$ cat config.mk
export PLATFORM = sky130hd
export DESIGN_NAME = rc_pwm_pulse_decoder_top_flat
export DESIGN_NICKNAME = d
export VERILOG_FILES = /design/src/hdl/rcpd_pkg.sv /design/src/hdl/rcpd_if.sv /design/src/hdl/rcpd_div.sv /design/src/hdl/rc_pwm_pulse_decoder_top.sv /design/src/flat_wrapper.sv
export SDC_FILE = /design/constraint.sdc
export NUM_CORES = 1
export LEC_CHECK = 0
export BUFFER_PORTS_ARGS = -buffer_cell sky130_fd_sc_hd__buf_2
export CAP_MARGIN = 20
export CORE_MARGIN = 3
export CORE_UTILIZATION = 35
export DETAILED_ROUTE_END_ITERATION = 8
export PLACE_DENSITY = 0.56
export SYNTH_ARGS = -nofsm -noshare
export SYNTH_HDL_FRONTEND = slang
export SYNTH_SLANG_ARGS = --single-unit
$ cat constraint.sdc
create_clock -name clk -period 13.25 [get_ports clk]
set_clock_uncertainty 0.15 [all_clocks]
set_input_delay 3.3125 -clock clk [delete_from_list [all_inputs] [get_ports clk]]
set_output_delay 3.3125 -clock clk [all_outputs]
set_load 0.02 [all_outputs]
$ cat src/hdl/rcpd_pkg.sv
// Shared types and constants for the RC PWM pulse decoder.
package rcpd_pkg;

    localparam int COUNTER_BITS_DEFAULT = 16;
    localparam int WIDTH_BITS = 16;
    localparam int CMD_BITS = 16;
    localparam int APB_ADDR_BITS = 5;
    localparam int APB_DATA_BITS = 32;

    // Quotient bits kept by the divider; anything at or above 2^17 saturates.
    localparam int QUOT_BITS = 17;
    localparam int DIVIDEND_BITS = 32;
    localparam int FRAC_SHIFT = 15;

    localparam logic [WIDTH_BITS-1:0] Q_ONE = 16'd16384;
    localparam logic [WIDTH_BITS-1:0] Q_SPAN = 16'd32768;

    localparam logic [WIDTH_BITS-1:0] MIN_WIDTH_RST = 16'd900;
    localparam logic [WIDTH_BITS-1:0] MAX_WIDTH_RST = 16'd2100;
    localparam logic [WIDTH_BITS-1:0] FAILSAFE_RST = 16'd800;
    localparam logic [WIDTH_BITS-1:0] MAP_LOW_RST = 16'd1000;
    localparam logic [WIDTH_BITS-1:0] MAP_HIGH_RST = 16'd2000;

    typedef enum logic [2:0] {
        CFG_MIN_WIDTH = 3'd0,
        CFG_MAX_WIDTH = 3'd1,
        CFG_FAILSAFE  = 3'd2,
        CFG_MAP_LOW   = 3'd3,
        CFG_MAP_HIGH  = 3'd4
    } cfg_idx_t;

    typedef enum logic [2:0] {
        ST_IDLE,
        ST_START0,
        ST_WAIT0,
        ST_START1,
        ST_WAIT1,
        ST_DONE
    } state_t;

    typedef struct packed {
        logic                 done;
        logic                 ovf;
        logic [QUOT_BITS-1:0] quot;
    } div_result_t;

endpackage

$ cat src/hdl/rcpd_if.sv
// Valid/ready channel interfaces for decoder input events and output commands.
interface rcpd_in_if;
    logic        valid;
    logic        ready;
    logic        mode;
    logic        channel;
    logic        pin_level;
    logic [15:0] timestamp;

    modport source (output valid, mode, channel, pin_level, timestamp, input ready);
    modport sink (input valid, mode, channel, pin_level, timestamp, output ready);
endinterface

interface rcpd_out_if;
    logic               valid;
    logic               ready;
    logic signed [15:0] throttle;
    logic signed [15:0] steer;
    logic               present_one;
    logic               present_two;
    logic               failsafe_one;
    logic               failsafe_two;

    modport source (output valid, throttle, steer, present_one, present_two,
                    failsafe_one, failsafe_two, input ready);
    modport sink (input valid, throttle, steer, present_one, present_two,
                  failsafe_one, failsafe_two, output ready);
endinterface

$ cat src/hdl/rcpd_div.sv
// Restoring radix-2 divider that flags quotient overflow, one bit per cycle.
module rcpd_div (
    input  logic                                 clk,
    input  logic                                 rst_n,
    input  logic                                 start,
    input  logic [rcpd_pkg::DIVIDEND_BITS-1:0]   dividend,
    input  logic [rcpd_pkg::WIDTH_BITS-1:0]      divisor,
    output rcpd_pkg::div_result_t                result
);
    import rcpd_pkg::*;

    localparam int CNT_BITS = $clog2(QUOT_BITS + 1);
    localparam int HIGH_BITS = DIVIDEND_BITS - QUOT_BITS;

    logic                    busy_reg;
    logic                    done_reg;
    logic                    ovf_reg;
    logic [CNT_BITS-1:0]     cnt_reg;
    logic [WIDTH_BITS-1:0]   rem_reg;
    logic [WIDTH_BITS-1:0]   divisor_reg;
    logic [QUOT_BITS-1:0]    low_reg;
    logic [QUOT_BITS-1:0]    quot_reg;

    logic [WIDTH_BITS:0]     trial;
    logic                    fits;
    logic [WIDTH_BITS:0]     diff;

    assign trial = {rem_reg, low_reg[QUOT_BITS-1]};
    assign fits = trial >= {1'b0, divisor_reg};
    assign diff = trial - {1'b0, divisor_reg};

    always_ff @(posedge clk or negedge rst_n)
    begin
        if (!rst_n)
        begin
            busy_reg <= 1'b0;
            done_reg <= 1'b0;
            cnt_reg  <= '0;
        end
        else
        begin
            done_reg <= 1'b0;
            if (start)
            begin
                busy_reg <= 1'b1;
                cnt_reg  <= CNT_BITS'(QUOT_BITS);
            end
            else if (busy_reg)
            begin
                cnt_reg <= cnt_reg - 1'b1;
                if (cnt_reg == CNT_BITS'(1))
                begin
                    busy_reg <= 1'b0;
                    done_reg <= 1'b1;
                end
            end
        end
    end

    always_ff @(posedge clk)
    begin
        if (start)
        begin
            // If the top bits already reach the divisor the quotient cannot fit.
            rem_reg     <= WIDTH_BITS'(dividend[DIVIDEND_BITS-1 -: HIGH_BITS]);
            ovf_reg     <= WIDTH_BITS'(dividend[DIVIDEND_BITS-1 -: HIGH_BITS]) >= divisor;
            low_reg     <= dividend[QUOT_BITS-1:0];
            divisor_reg <= divisor;
            quot_reg    <= '0;
        end
        else if (busy_reg)
        begin
            rem_reg  <= fits ? diff[WIDTH_BITS-1:0] : trial[WIDTH_BITS-1:0];
            quot_reg <= {quot_reg[QUOT_BITS-2:0], fits};
            low_reg  <= {low_reg[QUOT_BITS-2:0], 1'b0};
        end
    end

    assign result.done = done_reg;
    assign result.ovf  = ovf_reg;
    assign result.quot = quot_reg;

endmodule

$ cat src/hdl/rc_pwm_pulse_decoder_top.sv
// Top level of the two-channel RC PWM pulse decoder with its APB register block.
//
// Each transaction on the input channel is a pin edge or a period tick and
// yields exactly one output transaction carrying both Q1.14 commands and the
// status bits. The two channel commands go one after the other through a
// single shared divider that produces one quotient bit per cycle. Each channel
// has a start state, then waits while the divider works through its quotient
// bits, and its command is stored when the divider reports done. Then the
// done state loads the output register, after which the next input can be
// accepted. The input channel is not ready while an item is in flight. If the
// previous result still waits in the output register, the item holds in its
// final step until that result is taken.
module rc_pwm_pulse_decoder_top #(
    parameter int COUNTER_BITS = rcpd_pkg::COUNTER_BITS_DEFAULT
) (
    input  logic                                clk,
    input  logic                                rst_n,
    rcpd_in_if.sink                             in_ch,
    rcpd_out_if.source                          out_ch,
    input  logic                                psel,
    input  logic                                penable,
    input  logic                                pwrite,
    input  logic [rcpd_pkg::APB_ADDR_BITS-1:0]  paddr,
    input  logic [rcpd_pkg::APB_DATA_BITS-1:0]  pwdata,
    output logic [rcpd_pkg::APB_DATA_BITS-1:0]  prdata,
    output logic                                pready
);
    import rcpd_pkg::*;

    // Timestamps are taken modulo the counter, but never wider than 16 bits.
    localparam int STAMP_BITS = (COUNTER_BITS < WIDTH_BITS) ? COUNTER_BITS : WIDTH_BITS;

    // Configuration registers.
    logic [WIDTH_BITS-1:0] min_width_reg;
    logic [WIDTH_BITS-1:0] max_width_reg;
    logic [WIDTH_BITS-1:0] failsafe_reg;
    logic [WIDTH_BITS-1:0] map_low_reg;
    logic [WIDTH_BITS-1:0] map_high_reg;
    logic [2:0]            reg_index;
    logic                  cfg_write;

    // Per-channel capture state.
    logic [STAMP_BITS-1:0] rise_stamp_reg [2];
    logic [WIDTH_BITS-1:0] pulse_width_reg [2];
    logic [1:0]            rise_seen_reg;
    logic [1:0]            received_reg;

    logic [STAMP_BITS-1:0] edge_stamp;
    logic [STAMP_BITS-1:0] edge_delta;

    // Sequencer.
    state_t state_reg;
    state_t state_next;
    logic   in_accept;
    logic   out_load;
    logic   div_start;
    logic   sel;
    logic   cmd_store;

    // Per-channel command datapath.
    logic [WIDTH_BITS-1:0]    sel_width;
    logic                     sel_recv;
    logic                     sel_fs;
    logic                     in_window;
    logic [WIDTH_BITS-1:0]    x_width;
    logic [WIDTH_BITS-1:0]    den;
    logic                     den_ok;
    logic                     num_pos;
    logic [WIDTH_BITS-1:0]    num_diff;
    logic [DIVIDEND_BITS-1:0] dividend;
    div_result_t              div_res;
    logic [WIDTH_BITS-1:0]    q_mag;
    logic signed [CMD_BITS-1:0] q_val;
    logic signed [CMD_BITS-1:0] cmd;
    logic signed [CMD_BITS-1:0] cmd_reg [2];

    logic out_valid_reg;

    // ---------------------------------------------------------------- APB
    assign pready    = 1'b1;
    assign reg_index = paddr[APB_ADDR_BITS-1:2];
    assign cfg_write = psel && penable && pwrite && pready;

    always_ff @(posedge clk or negedge rst_n)
    begin
        if (!rst_n)
        begin
            min_width_reg <= MIN_WIDTH_RST;
            max_width_reg <= MAX_WIDTH_RST;
            failsafe_reg  <= FAILSAFE_RST;
            map_low_reg   <= MAP_LOW_RST;
            map_high_reg  <= MAP_HIGH_RST;
        end
        else if (cfg_write)
        begin
            case (reg_index)
                CFG_MIN_WIDTH: min_width_reg <= pwdata[WIDTH_BITS-1:0];
                CFG_MAX_WIDTH: max_width_reg <= pwdata[WIDTH_BITS-1:0];
                CFG_FAILSAFE:  failsafe_reg  <= pwdata[WIDTH_BITS-1:0];
                CFG_MAP_LOW:   map_low_reg   <= pwdata[WIDTH_BITS-1:0];
                CFG_MAP_HIGH:  map_high_reg  <= pwdata[WIDTH_BITS-1:0];
                default: ;
            endcase
        end
    end

    always_comb
    begin
        case (reg_index)
            CFG_MIN_WIDTH: prdata = APB_DATA_BITS'(min_width_reg);
            CFG_MAX_WIDTH: prdata = APB_DATA_BITS'(max_width_reg);
            CFG_FAILSAFE:  prdata = APB_DATA_BITS'(failsafe_reg);
            CFG_MAP_LOW:   prdata = APB_DATA_BITS'(map_low_reg);
            CFG_MAP_HIGH:  prdata = APB_DATA_BITS'(map_high_reg);
            default:       prdata = '0;
        endcase
    end

    // ---------------------------------------------------------------- capture
    assign in_accept  = in_ch.valid && in_ch.ready;
    assign edge_stamp = in_ch.timestamp[STAMP_BITS-1:0];
    assign edge_delta = edge_stamp - rise_stamp_reg[in_ch.channel];

    always_ff @(posedge clk or negedge rst_n)
    begin
        if (!rst_n)
        begin
            rise_stamp_reg[0]  <= '0;
            rise_stamp_reg[1]  <= '0;
            pulse_width_reg[0] <= '0;
            pulse_width_reg[1] <= '0;
            rise_seen_reg      <= '0;
            received_reg       <= '0;
        end
        else if (in_accept)
        begin
            if (!in_ch.mode)
            begin
                if (in_ch.pin_level)
                begin
                    rise_stamp_reg[in_ch.channel] <= edge_stamp;
                    rise_seen_reg[in_ch.channel]  <= 1'b1;
                end
                else
                begin
                    pulse_width_reg[in_ch.channel] <= WIDTH_BITS'(edge_delta);
                end
            end
            else
            begin
                received_reg  <= rise_seen_reg;
                rise_seen_reg <= '0;
            end
        end
    end

    // ---------------------------------------------------------------- sequencer
    always_ff @(posedge clk or negedge rst_n)
    begin
        if (!rst_n)
        begin
            state_reg <= ST_IDLE;
        end
        else
        begin
            state_reg <= state_next;
        end
    end

    always_comb
    begin
        state_next = state_reg;
        case (state_reg)
            ST_IDLE:   if (in_accept) state_next = ST_START0;
            ST_START0: state_next = ST_WAIT0;
            ST_WAIT0:  if (div_res.done) state_next = ST_START1;
            ST_START1: state_next = ST_WAIT1;
            ST_WAIT1:  if (div_res.done) state_next = ST_DONE;
            ST_DONE:   if (out_load) state_next = ST_IDLE;
            default:   state_next = ST_IDLE;
        endcase
    end

    always_comb
    begin
        in_ch.ready = 1'b0;
        div_start   = 1'b0;
        sel         = 1'b0;
        cmd_store   = 1'b0;
        out_load    = 1'b0;
        case (state_reg)
            ST_IDLE:   in_ch.ready = 1'b1;
            ST_START0: div_start = 1'b1;
            ST_WAIT0:  cmd_store = div_res.done;
            ST_START1:
            begin
                div_start = 1'b1;
                sel       = 1'b1;
            end
            ST_WAIT1:
            begin
                sel       = 1'b1;
                cmd_store = div_res.done;
            end
            ST_DONE:   out_load = !out_valid_reg || out_ch.ready;
            default: ;
        endcase
    end

    // ---------------------------------------------------------------- command
    assign sel_width = pulse_width_reg[sel];
    assign sel_recv  = received_reg[sel];
    assign sel_fs    = sel_width < failsafe_reg;
    assign in_window = (sel_width >= min_width_reg) && (sel_width <= max_width_reg);
    assign x_width   = in_window ? sel_width : '0;
    assign den       = map_high_reg - map_low_reg;
    assign den_ok    = map_high_reg > map_low_reg;
    assign num_pos   = x_width >= map_low_reg;
    assign num_diff  = x_width - map_low_reg;
    // Adding half the divisor before truncating division rounds to nearest.
    assign dividend  = {1'b0, num_diff, FRAC_SHIFT'(0)} + DIVIDEND_BITS'(den >> 1);

    rcpd_div u_div (
        .clk      (clk),
        .rst_n    (rst_n),
        .start    (div_start),
        .dividend (dividend),
        .divisor  (den),
        .result   (div_res)
    );

    assign q_mag = (div_res.ovf || (div_res.quot > QUOT_BITS'(Q_SPAN)))
                   ? Q_SPAN : div_res.quot[WIDTH_BITS-1:0];
    assign q_val = signed'(q_mag - Q_ONE);

    // A negative numerator always lands at or below minus one, so it clamps.
    always_comb
    begin
        if (sel_fs || !sel_recv || !den_ok)
        begin
            cmd = '0;
        end
        else if (!num_pos)
        begin
            cmd = -signed'(Q_ONE);
        end
        else
        begin
            cmd = q_val;
        end
    end

    always_ff @(posedge clk)
    begin
        if (cmd_store)
        begin
            cmd_reg[sel] <= cmd;
        end
    end

    // ---------------------------------------------------------------- output
    always_ff @(posedge clk or negedge rst_n)
    begin
        if (!rst_n)
        begin
            out_valid_reg <= 1'b0;
        end
        else if (out_load)
        begin
            out_valid_reg <= 1'b1;
        end
        else if (out_ch.ready)
        begin
            out_valid_reg <= 1'b0;
        end
    end

    always_ff @(posedge clk)
    begin
        if (out_load)
        begin
            out_ch.throttle     <= cmd_reg[0];
            out_ch.steer        <= cmd_reg[1];
            out_ch.present_one  <= received_reg[0];
            out_ch.present_two  <= received_reg[1];
            out_ch.failsafe_one <= pulse_width_reg[0] < failsafe_reg;
            out_ch.failsafe_two <= pulse_width_reg[1] < failsafe_reg;
        end
    end

    assign out_ch.valid = out_valid_reg;

    // ---------------------------------------------------------------- checks
    a_busy_after_accept: assert property (@(posedge clk) disable iff (!rst_n)
        in_accept |=> !in_ch.ready)
        else $error("input accepted again while an item is in flight");

    a_div_done_in_wait: assert property (@(posedge clk) disable iff (!rst_n)
        div_res.done |-> (state_reg == ST_WAIT0 || state_reg == ST_WAIT1))
        else $error("divider finished outside a wait state");

    a_result_from_done: assert property (@(posedge clk) disable iff (!rst_n)
        $rose(out_valid_reg) |-> $past(state_reg == ST_DONE))
        else $error("result presented without completing both channels");

    a_failsafe_zero: assert property (@(posedge clk) disable iff (!rst_n)
        (out_valid_reg && out_ch.failsafe_one) |-> out_ch.throttle == 16'sd0)
        else $error("throttle nonzero while channel one is in failsafe");

    a_cmd_range: assert property (@(posedge clk) disable iff (!rst_n)
        out_valid_reg |-> (out_ch.steer <= 16'sd16384 && out_ch.steer >= -16'sd16384))
        else $error("steer command outside plus or minus one");

endmodule
$ cat src/flat_wrapper.sv
// flat-port wrapper written by rule: the top's interface ports become plain ports
module rc_pwm_pulse_decoder_top_flat import rcpd_pkg::*;
#(
    parameter int COUNTER_BITS = rcpd_pkg::COUNTER_BITS_DEFAULT
)
  (clk, rst_n, psel, penable, pwrite, paddr, pwdata, prdata, pready, in_ch_valid, in_ch_mode, in_ch_channel, in_ch_pin_level, in_ch_timestamp, in_ch_ready, out_ch_valid, out_ch_throttle, out_ch_steer, out_ch_present_one, out_ch_present_two, out_ch_failsafe_one, out_ch_failsafe_two, out_ch_ready);
  rcpd_in_if in_ch_i ();
  rcpd_out_if out_ch_i ();
  input  logic clk;
  input  logic rst_n;
  input  logic psel;
  input  logic penable;
  input  logic pwrite;
  input  logic [rcpd_pkg::APB_ADDR_BITS-1:0] paddr;
  input  logic [rcpd_pkg::APB_DATA_BITS-1:0] pwdata;
  output logic [rcpd_pkg::APB_DATA_BITS-1:0] prdata;
  output logic pready;
  input wire logic [$bits(in_ch_i.valid)-1:0] in_ch_valid;
  input wire logic [$bits(in_ch_i.mode)-1:0] in_ch_mode;
  input wire logic [$bits(in_ch_i.channel)-1:0] in_ch_channel;
  input wire logic [$bits(in_ch_i.pin_level)-1:0] in_ch_pin_level;
  input wire logic [$bits(in_ch_i.timestamp)-1:0] in_ch_timestamp;
  output wire logic [$bits(in_ch_i.ready)-1:0] in_ch_ready;
  output wire logic [$bits(out_ch_i.valid)-1:0] out_ch_valid;
  output wire logic [$bits(out_ch_i.throttle)-1:0] out_ch_throttle;
  output wire logic [$bits(out_ch_i.steer)-1:0] out_ch_steer;
  output wire logic [$bits(out_ch_i.present_one)-1:0] out_ch_present_one;
  output wire logic [$bits(out_ch_i.present_two)-1:0] out_ch_present_two;
  output wire logic [$bits(out_ch_i.failsafe_one)-1:0] out_ch_failsafe_one;
  output wire logic [$bits(out_ch_i.failsafe_two)-1:0] out_ch_failsafe_two;
  input wire logic [$bits(out_ch_i.ready)-1:0] out_ch_ready;
  assign in_ch_i.valid = in_ch_valid;
  assign in_ch_i.mode = in_ch_mode;
  assign in_ch_i.channel = in_ch_channel;
  assign in_ch_i.pin_level = in_ch_pin_level;
  assign in_ch_i.timestamp = in_ch_timestamp;
  assign in_ch_ready = in_ch_i.ready;
  assign out_ch_valid = out_ch_i.valid;
  assign out_ch_throttle = out_ch_i.throttle;
  assign out_ch_steer = out_ch_i.steer;
  assign out_ch_present_one = out_ch_i.present_one;
  assign out_ch_present_two = out_ch_i.present_two;
  assign out_ch_failsafe_one = out_ch_i.failsafe_one;
  assign out_ch_failsafe_two = out_ch_i.failsafe_two;
  assign out_ch_i.ready = out_ch_ready;
  rc_pwm_pulse_decoder_top #(.COUNTER_BITS(COUNTER_BITS)) u_core (.clk(clk), .rst_n(rst_n), .in_ch(in_ch_i), .out_ch(out_ch_i), .psel(psel), .penable(penable), .pwrite(pwrite), .paddr(paddr), .pwdata(pwdata), .prdata(prdata), .pready(pready));
endmodule
==> results of run 1 <==
==> Yosys cell counts, types with 24 or more instances <==
| cell type | number | area, µm² |
|---|---|---|
| a21o_1 | 40 | 300 |
| a21oi_1 | 73 | 365 |
| a22oi_1 | 30 | 225 |
| and3_1 | 25 | 156 |
| clkbuf_1 | 47 | 176 |
| dfrtp_1 | 136 | 3400 |
| edfxtp_1 | 117 | 3510 |
| ha_1 | 156 | 1950 |
| inv_1 | 120 | 450 |
| mux2_2 | 70 | 788 |
| mux2i_1 | 42 | 420 |
| nand2_1 | 200 | 751 |
| nor2_1 | 77 | 289 |
| nor2b_1 | 29 | 181 |
| o21a_1 | 24 | 180 |
| o21ai_0 | 131 | 656 |
| xnor2_1 | 30 | 263 |
==> worst paths after layout <==
check	startpoint	endpoint	cells after the start
worst max-delay path	paddr[2]	prdata[1]	6
worst min-delay path	u_core.cmd_reg[0][3]	out_ch_throttle[3]	0
worst max register to register	u_core.state_reg[2]	u_core.u_div.ovf_reg	27
worst min register to register	u_core.cmd_reg[0][3]	out_ch_throttle[3]	0
max in group asynchronous	rst_n	u_core.pulse_width_reg[12]	2
min in group asynchronous	rst_n	u_core.map_low_reg[10]	1
==> per-stage QoR <==
step	power, W	util	cell area, µm²	cells	hold slack, ps
5_1_grt	0.00545	0.407	19600	2455	272
3_5_place_dp	0.00404	0.382	18400	2387	255
6_report	0.00502	0.407	19600	2455	267
3_3_place_gp	0.00396	0.382	18400	2386	255
2_1_floorplan	0.00335	-	17300	1694	250
4_1_cts	0.00506	0.406	19600	2452	267
==> routing by layer <==
layer	track usage	share of wire	vias up
met5	0	0	-
met3	0.0289	0.041	67
met4	0.0485	0.026	0
met1	0.217	0.45	5991
li1	-	-	6203
met2	0.276	0.48	260
==> power groups by stage <==
| stage | Sequential [W] | Combinational [W] | Clock (W) |
|---|---|---|---|
| floorplan | 0.00142 | 0.00193 | 0 |
| finish | 0.00147 | 0.00256 | 0.000986 |
| global route | 0.00151 | 0.00288 | 0.00106 |
| CTS | 0.00148 | 0.00257 | 0.00102 |
| global placement | 0.00148 | 0.00248 | 0 |
| detailed placement | 0.00149 | 0.00255 | 0 |
==> critical path: cells and delay by family <==
kind | cells | cell delay (ps)
and+or+nand+nor | 1 | 580
AOI/OAI and AO/OA | 2 | 360
buffers and inverters | 3 | 1060
==> final cells by class <==
type	count	area share
clock buffers	49	0.0531
clock inverters	16	0.00739
inverters	120	0.0229
multi-input cells	1202	0.440
flip-flops and latches	294	0.401
well taps	656	0.0418
repair buffers	118	0.0336
==> cells by family (layout without fill, tap and decap cells) <==
kind of cell | after synthesis | in the layout | share of synthesized area
simple gates | 441 | 441 | 0.122
compound gates | 412 | 412 | 0.153
flops | 294 | 294 | 0.457
buf+inv | 198 | 303 | 0.0484
fa+ha+maj | 160 | 160 | 0.118
mux | 124 | 124 | 0.0779
xor+xnor | 48 | 48 | 0.0244
other cells | 2 | 17 | 0.000435
==> key figures, run 1 <==
Outcome
  • Status: finished, final reports clean

Worst setup path
  • Slowest-stage cell, CP: nor2b_1
  • Max FO, Critical Path: 41
  • WP data required: 9790 ps
  • CP Launch Type: input port
  • Critical Path AT: approximately 5300 ps
  • Slowest stage delay, CP: ~580 ps
  • Worst Setup End Kind: primary output
  • Type of the worst setup path: in2out
  • Most frequent cell on the critical path: buf_2
  • R2R Setup Slk: ~6000 ps
  • CP Cell Sequence: buf_2, nor2b_1, buf_4, a22oi_1, o22ai_1, buf_2

Clock network
  • Resized Gates After CTS: 0
  • Root buffer cell: clkbuf_16
  • H-tree depth: 2
  • Clk slew on worst S/H paths: around 60 ps
  • CTS tree: yes
  • TritonCTS buffer count: 36
  • Clk buf depth: 3
  • Hold buffers post-CTS: 0
  • CTS sink cnt: approximately 290
  • Clk Latency, worst-skew pair: 550 ps
  • Setup bufs post-CTS: 0

Synthesis
  • Asr flop ratio synth: 0.541
  • Ys flop type: dfrtp_1
  • Register bit total from synthesis: 294
  • Number of flops mapped to enable cells by yosys: ~120
  • Avg Cell Area, Syn: roughly 10 µm²
  • Syn Inst Count: between 1500 and 2000
  • YS warnings: 0
  • Synth unique cells: 86
  • Synth Cell Area: about 17000 µm²
  • Sequential area share after synthesis: 0.457

Pwr
  • P per Cell Area: 255 nW/µm²
  • Clock power share: 0.197
  • Maximum VDD drop: a little over 0.1 mV
  • Static Leak: between 8 and 9 nW
  • Sw Pwr: between 0.002 and 0.0025 W
  • Reg power frac: 0.294
  • Combinational share of power: 0.510
  • Internal power: 0.00296 W
  • Sw frac: 0.410

STA
  • Slew headroom: 0.238
  • Fin crit period: ~8800 ps
  • Worst slew pin tran: roughly 1100 ps
  • Final Max Slew Viols: 0
  • Period utilization: 0.664
  • Endpoints failing hold: 0
  • Final worst slack: around 4500 ps
  • Setup tns final: 0 ps
  • # setup viols final: 0
  • Unrepaired setup endpoints after global routing: false
  • Fmax: around 110 MHz

Layout
  • Area of the multi-input gates: between 8000 and 9000 µm²
  • Share of cells above drive strength 1: 0.163
  • Sequential standard cell area: slightly below 8000 µm²
  • Ant. Diodes: 0
  • Most frequent cells in the layout: 200 x nand2_1, 156 x ha_1, 136 x dfrtp_1, 131 x o21ai_0, 120 x inv_1
  • Area growth, synth to finish: 13.8%
  • # nets final: around 2000
  • Fill cells: slightly below 5000
  • Commonest non-fill, non-tap cell in the layout: nand2_1

Route
  • WL final: around 43000 µm
  • Routed len/inst: between 15 and 20 µm
  • Post-route DRC: 0
  • Vias/cell: 5.10
  • DRT antenna net count: 0
  • 1st-iter DRT viols: roughly 700
  • TritonRoute pass-1 iters: 5
  • Vias: roughly 13000

Worst hold path
  • Hold crit path type: reg2reg

Die
  • Core box area: about 48000 µm²
  • Full die area: ~52000 µm²
  • Chip Height: between 200 and 250 µm
  • Chip width: around 230 µm
  • Num rows: 80
  • Starting density of the core: 0.358
  • # IOs: about 130

Placed design
  • Port bufs: 98
  • Post-DP HPWL: between 30000 and 40000 µm
  • GP Congestion: 0.898
  • Pre-CTS setup slack: 4470 ps

GRT
  • Vias in the first global route: around 12000
  • Largest net degree at the start of global routing: a little over 100
  • Gr usage total: 0.164
  • Total gr overflow: 0
  • Initial antenna violation count: 0
  • Global-route wire length before repair: 69100 µm

Job
  • Max-Cap Viols: 0
No activity file was read; power rests on OpenSTA's default activity.
==> run 2: changes to the inputs <==
==> constraint.sdc (replaced) <==
create_clock -name clk -period 8.6 [get_ports clk]
set_clock_uncertainty 0.15 [all_clocks]
set_input_delay 2.15 -clock clk [delete_from_list [all_inputs] [get_ports clk]]
set_output_delay 2.15 -clock clk [all_outputs]
set_load 0.02 [all_outputs]
==> run 2 against run 1 <==
Compared with the run above: first-iteration DRC count fell by 9.9%; cell area up 0.80%; final cell count about the same; worst hold slack worse by 4.9 ps; count of clock-buffer cells in the layout fell by 6; largest cell class unchanged.
==> key figures, run 2 (synthesis gave the netlist of run 1 again) <==
Worst setup path
  • Reg-to-Reg End: u_core.u_div.ovf_reg (unchanged)
  • R2R cell count: 24 (was 27)
  • Type of the worst setup path: reg2reg (was in2out)
  • CP Launch Type: flop (was input port)
  • R2R Path Start: u_core.state_reg[2] (unchanged)
  • WP data required: 8700 ps (was 9790 ps)
  • Critical Path AT: 7170 ps (was 5340 ps)
  • R2R Setup Slk: 1530 ps (was 6010 ps)
  • Worst Setup End Kind: flop (was primary output)
  • Max FO, Critical Path: 16 (was 41)

Clock network
  • Setup bufs post-CTS: 0 (unchanged)
  • CTS tree: yes (unchanged)
  • Resized Gates After CTS: 0 (unchanged)
  • Clk buf depth: 3 (unchanged)
  • TritonCTS buffer count: 37 (was 36)
  • Clk slew on worst S/H paths: 60 ps (about the same)
  • H-tree depth: 2 (unchanged)
  • Hold buffers post-CTS: 0 (unchanged)
  • Root buffer cell: clkbuf_16 (unchanged)
  • CTS sink cnt: 294 (unchanged)
  • Clk Latency, worst-skew pair: 560 ps (was 550 ps)

Pwr
  • Static Leak: 8.99 nW (was 8.93 nW)
  • Clock power share: 0.213 (was 0.197)
  • Combinational share of power: 0.498 (was 0.510)
  • Sw Pwr: 0.00317 W (was 0.00206 W)
  • Reg power frac: 0.289 (was 0.294)
  • Internal power: 0.00468 W (was 0.00296 W)
  • Sw frac: 0.404 (was 0.410)
  • Maximum VDD drop: 0.170 mV (was 0.102 mV)
  • P per Cell Area: 397 nW/µm² (was 255 nW/µm²)

Layout
  • Commonest non-fill, non-tap cell in the layout: nand2_1 (unchanged)
  • Final core utilization: 0.410 (was 0.407)
  • Share of cells above drive strength 1: 0.167 (was 0.163)
  • Finished Cell Area: 19800 µm² (was 19600 µm²)
  • # nets final: 1996 (was 1995)
  • Most frequent cells in the layout: 200 x nand2_1, 156 x ha_1, 136 x dfrtp_1, 131 x o21ai_0, 120 x inv_1 (unchanged)
  • Final std cells w/o fill: 2457 (was 2455)
  • Area growth, synth to finish: 14.7% (was 13.8%)

Worst hold path
  • Hold-critical path endpoint: out_ch_steer[3] (was out_ch_throttle[3])
  • Hold crit path type: reg2reg (unchanged)
  • HP Start: u_core.cmd_reg[1][3] (was u_core.cmd_reg[0][3])
  • Hold path depth: 0 (unchanged)

Route
  • 1st-iter DRT viols: 628 (was 697)
  • Post-route DRC: 0 (unchanged)
  • Vias/cell: 5.14 (was 5.10)
  • DRT antenna net count: 0 (unchanged)
  • M1 wire length: 19800 µm (was 19700 µm)
  • Highest Signal Layer: met4 (unchanged)
  • WL met3: 1890 µm (was 1800 µm)
  • Met2 wire len: 21000 µm (was 20800 µm)
  • TritonRoute pass-1 iters: 5 (unchanged)
  • WL final: 43800 µm (was 43400 µm)
  • Vias: 12622 (was 12521)
  • Routed len/inst: 17.8 µm (was 17.7 µm)

Die
  • Core box area: 48200 µm² (unchanged)
  • Num rows: 80 (unchanged)
  • Chip width: 228 µm (unchanged)
  • Full die area: 52000 µm² (unchanged)
  • Starting density of the core: 0.358 (unchanged)
  • Chip Height: 228 µm (unchanged)
  • # IOs: 134 (unchanged)

STA
  • Endpoints failing hold: 0 (unchanged)
  • Fin crit period: roughly 7100 ps
  • Slew headroom: 0.276 (was 0.238)
  • Final Max Slew Viols: 0 (unchanged)
  • # setup viols final: 0 (unchanged)
  • Worst slew pin tran: 1080 ps (was 1140 ps)
  • Setup tns final: 0 ps (unchanged)
  • Fmax: 141 MHz
  • Period utilization: 0.823
  • Unrepaired setup endpoints after global routing: false (unchanged)

Outcome
  • Status: finished, final reports clean (unchanged)

GRT
  • Gr usage total: 0.167 (was 0.164)
  • Vias in the first global route: 12797 (was 12423)
  • Total gr overflow: 0 (unchanged)
  • Initial antenna violation count: 0 (unchanged)
  • Global-route wire length before repair: 70000 µm (was 69100 µm)
  • Largest net degree at the start of global routing: 62 (was 102)

Placed design
  • Post-DP HPWL: 31900 µm (was 32000 µm)
  • Port bufs: 98 (unchanged)
  • GP Congestion: 0.902 (was 0.898)
  • Cells after DPL: 2388 (was 2387)
  • Area after DPL: 18400 µm² (about the same)

Job
  • Max-Cap Viols: 0 (unchanged)
==> run 2: per-layer routing <==
metal	track usage	vias to the layer above
li1	-	6191
met1	0.220	6116
met2	0.282	256
met3	0.0259	59
met4	0.0517	0
met5	0	-
==> run 2: worst max-delay path by stage <==
stage	from	to	cells after the start
after floorplan	u_core.state_reg[1]	u_core.u_div.ovf_reg	29
after global placement	u_core.state_reg[2]	u_core.u_div.ovf_reg	26
after detailed placement	u_core.state_reg[2]	u_core.u_div.ovf_reg	24
after CTS	u_core.state_reg[2]	u_core.u_div.ovf_reg	24
after global routing	u_core.state_reg[2]	u_core.u_div.ovf_reg	25
final	u_core.state_reg[2]	u_core.u_div.ovf_reg	24
==> run 2: area by class of cell <==
class / instances / area [µm²]
diodes: 1 / 2.50
clock buffers: 43 / 1020
clock inverters: 23 / 309
fillers: 4788 / 28500
inverters: 120 / 450
multi-input cells: 1202 / 8640
flip-flops and latches: 294 / 7880
well taps: 656 / 821
repair buffers: 118 / 673
==> run 2: power by group through the flow <==
stage / logic [W] / clock network, W / registers, W
global placement: 0.00382 / 0 / 0.00228
floorplan: 0.00298 / 0 / 0.00219
global route: 0.00446 / 0.00178 / 0.00232
CTS: 0.00393 / 0.00173 / 0.00227
detailed placement: 0.00391 / 0 / 0.00229
finish: 0.00391 / 0.00167 / 0.00227
==> run 2: critical path, stage by stage, from the launching register on <==
cell,delay (ps)
dfrtp_1,620
nand3b_1,220
a21boi_4,530
mux2_2,480
ha_1,310
a21o_1,180
a21o_1,160
a21oi_1,150
o21ai_1,100
a2111oi_0,380
o22ai_1,310
buf_4,280
nor2b_1,140
ha_1,290
o21a_1,130
o31a_1,140
o32ai_2,410
o21ai_1,230
a311oi_1,350
xnor2_1,280
ha_1,330
nand3_1,80
nor2_1,40
a221oi_1,320
nor3_1,140
==> run 2: metrics by stage <==
stage	power, W	hold slack, ps	setup slack, ps
final	0.00785	262	1530
after global routing	0.00856	271	954
after CTS	0.00793	264	1500
after detailed placement	0.00620	255	1560
after global placement	0.00609	255	1710
after floorplan	0.00517	250	2400
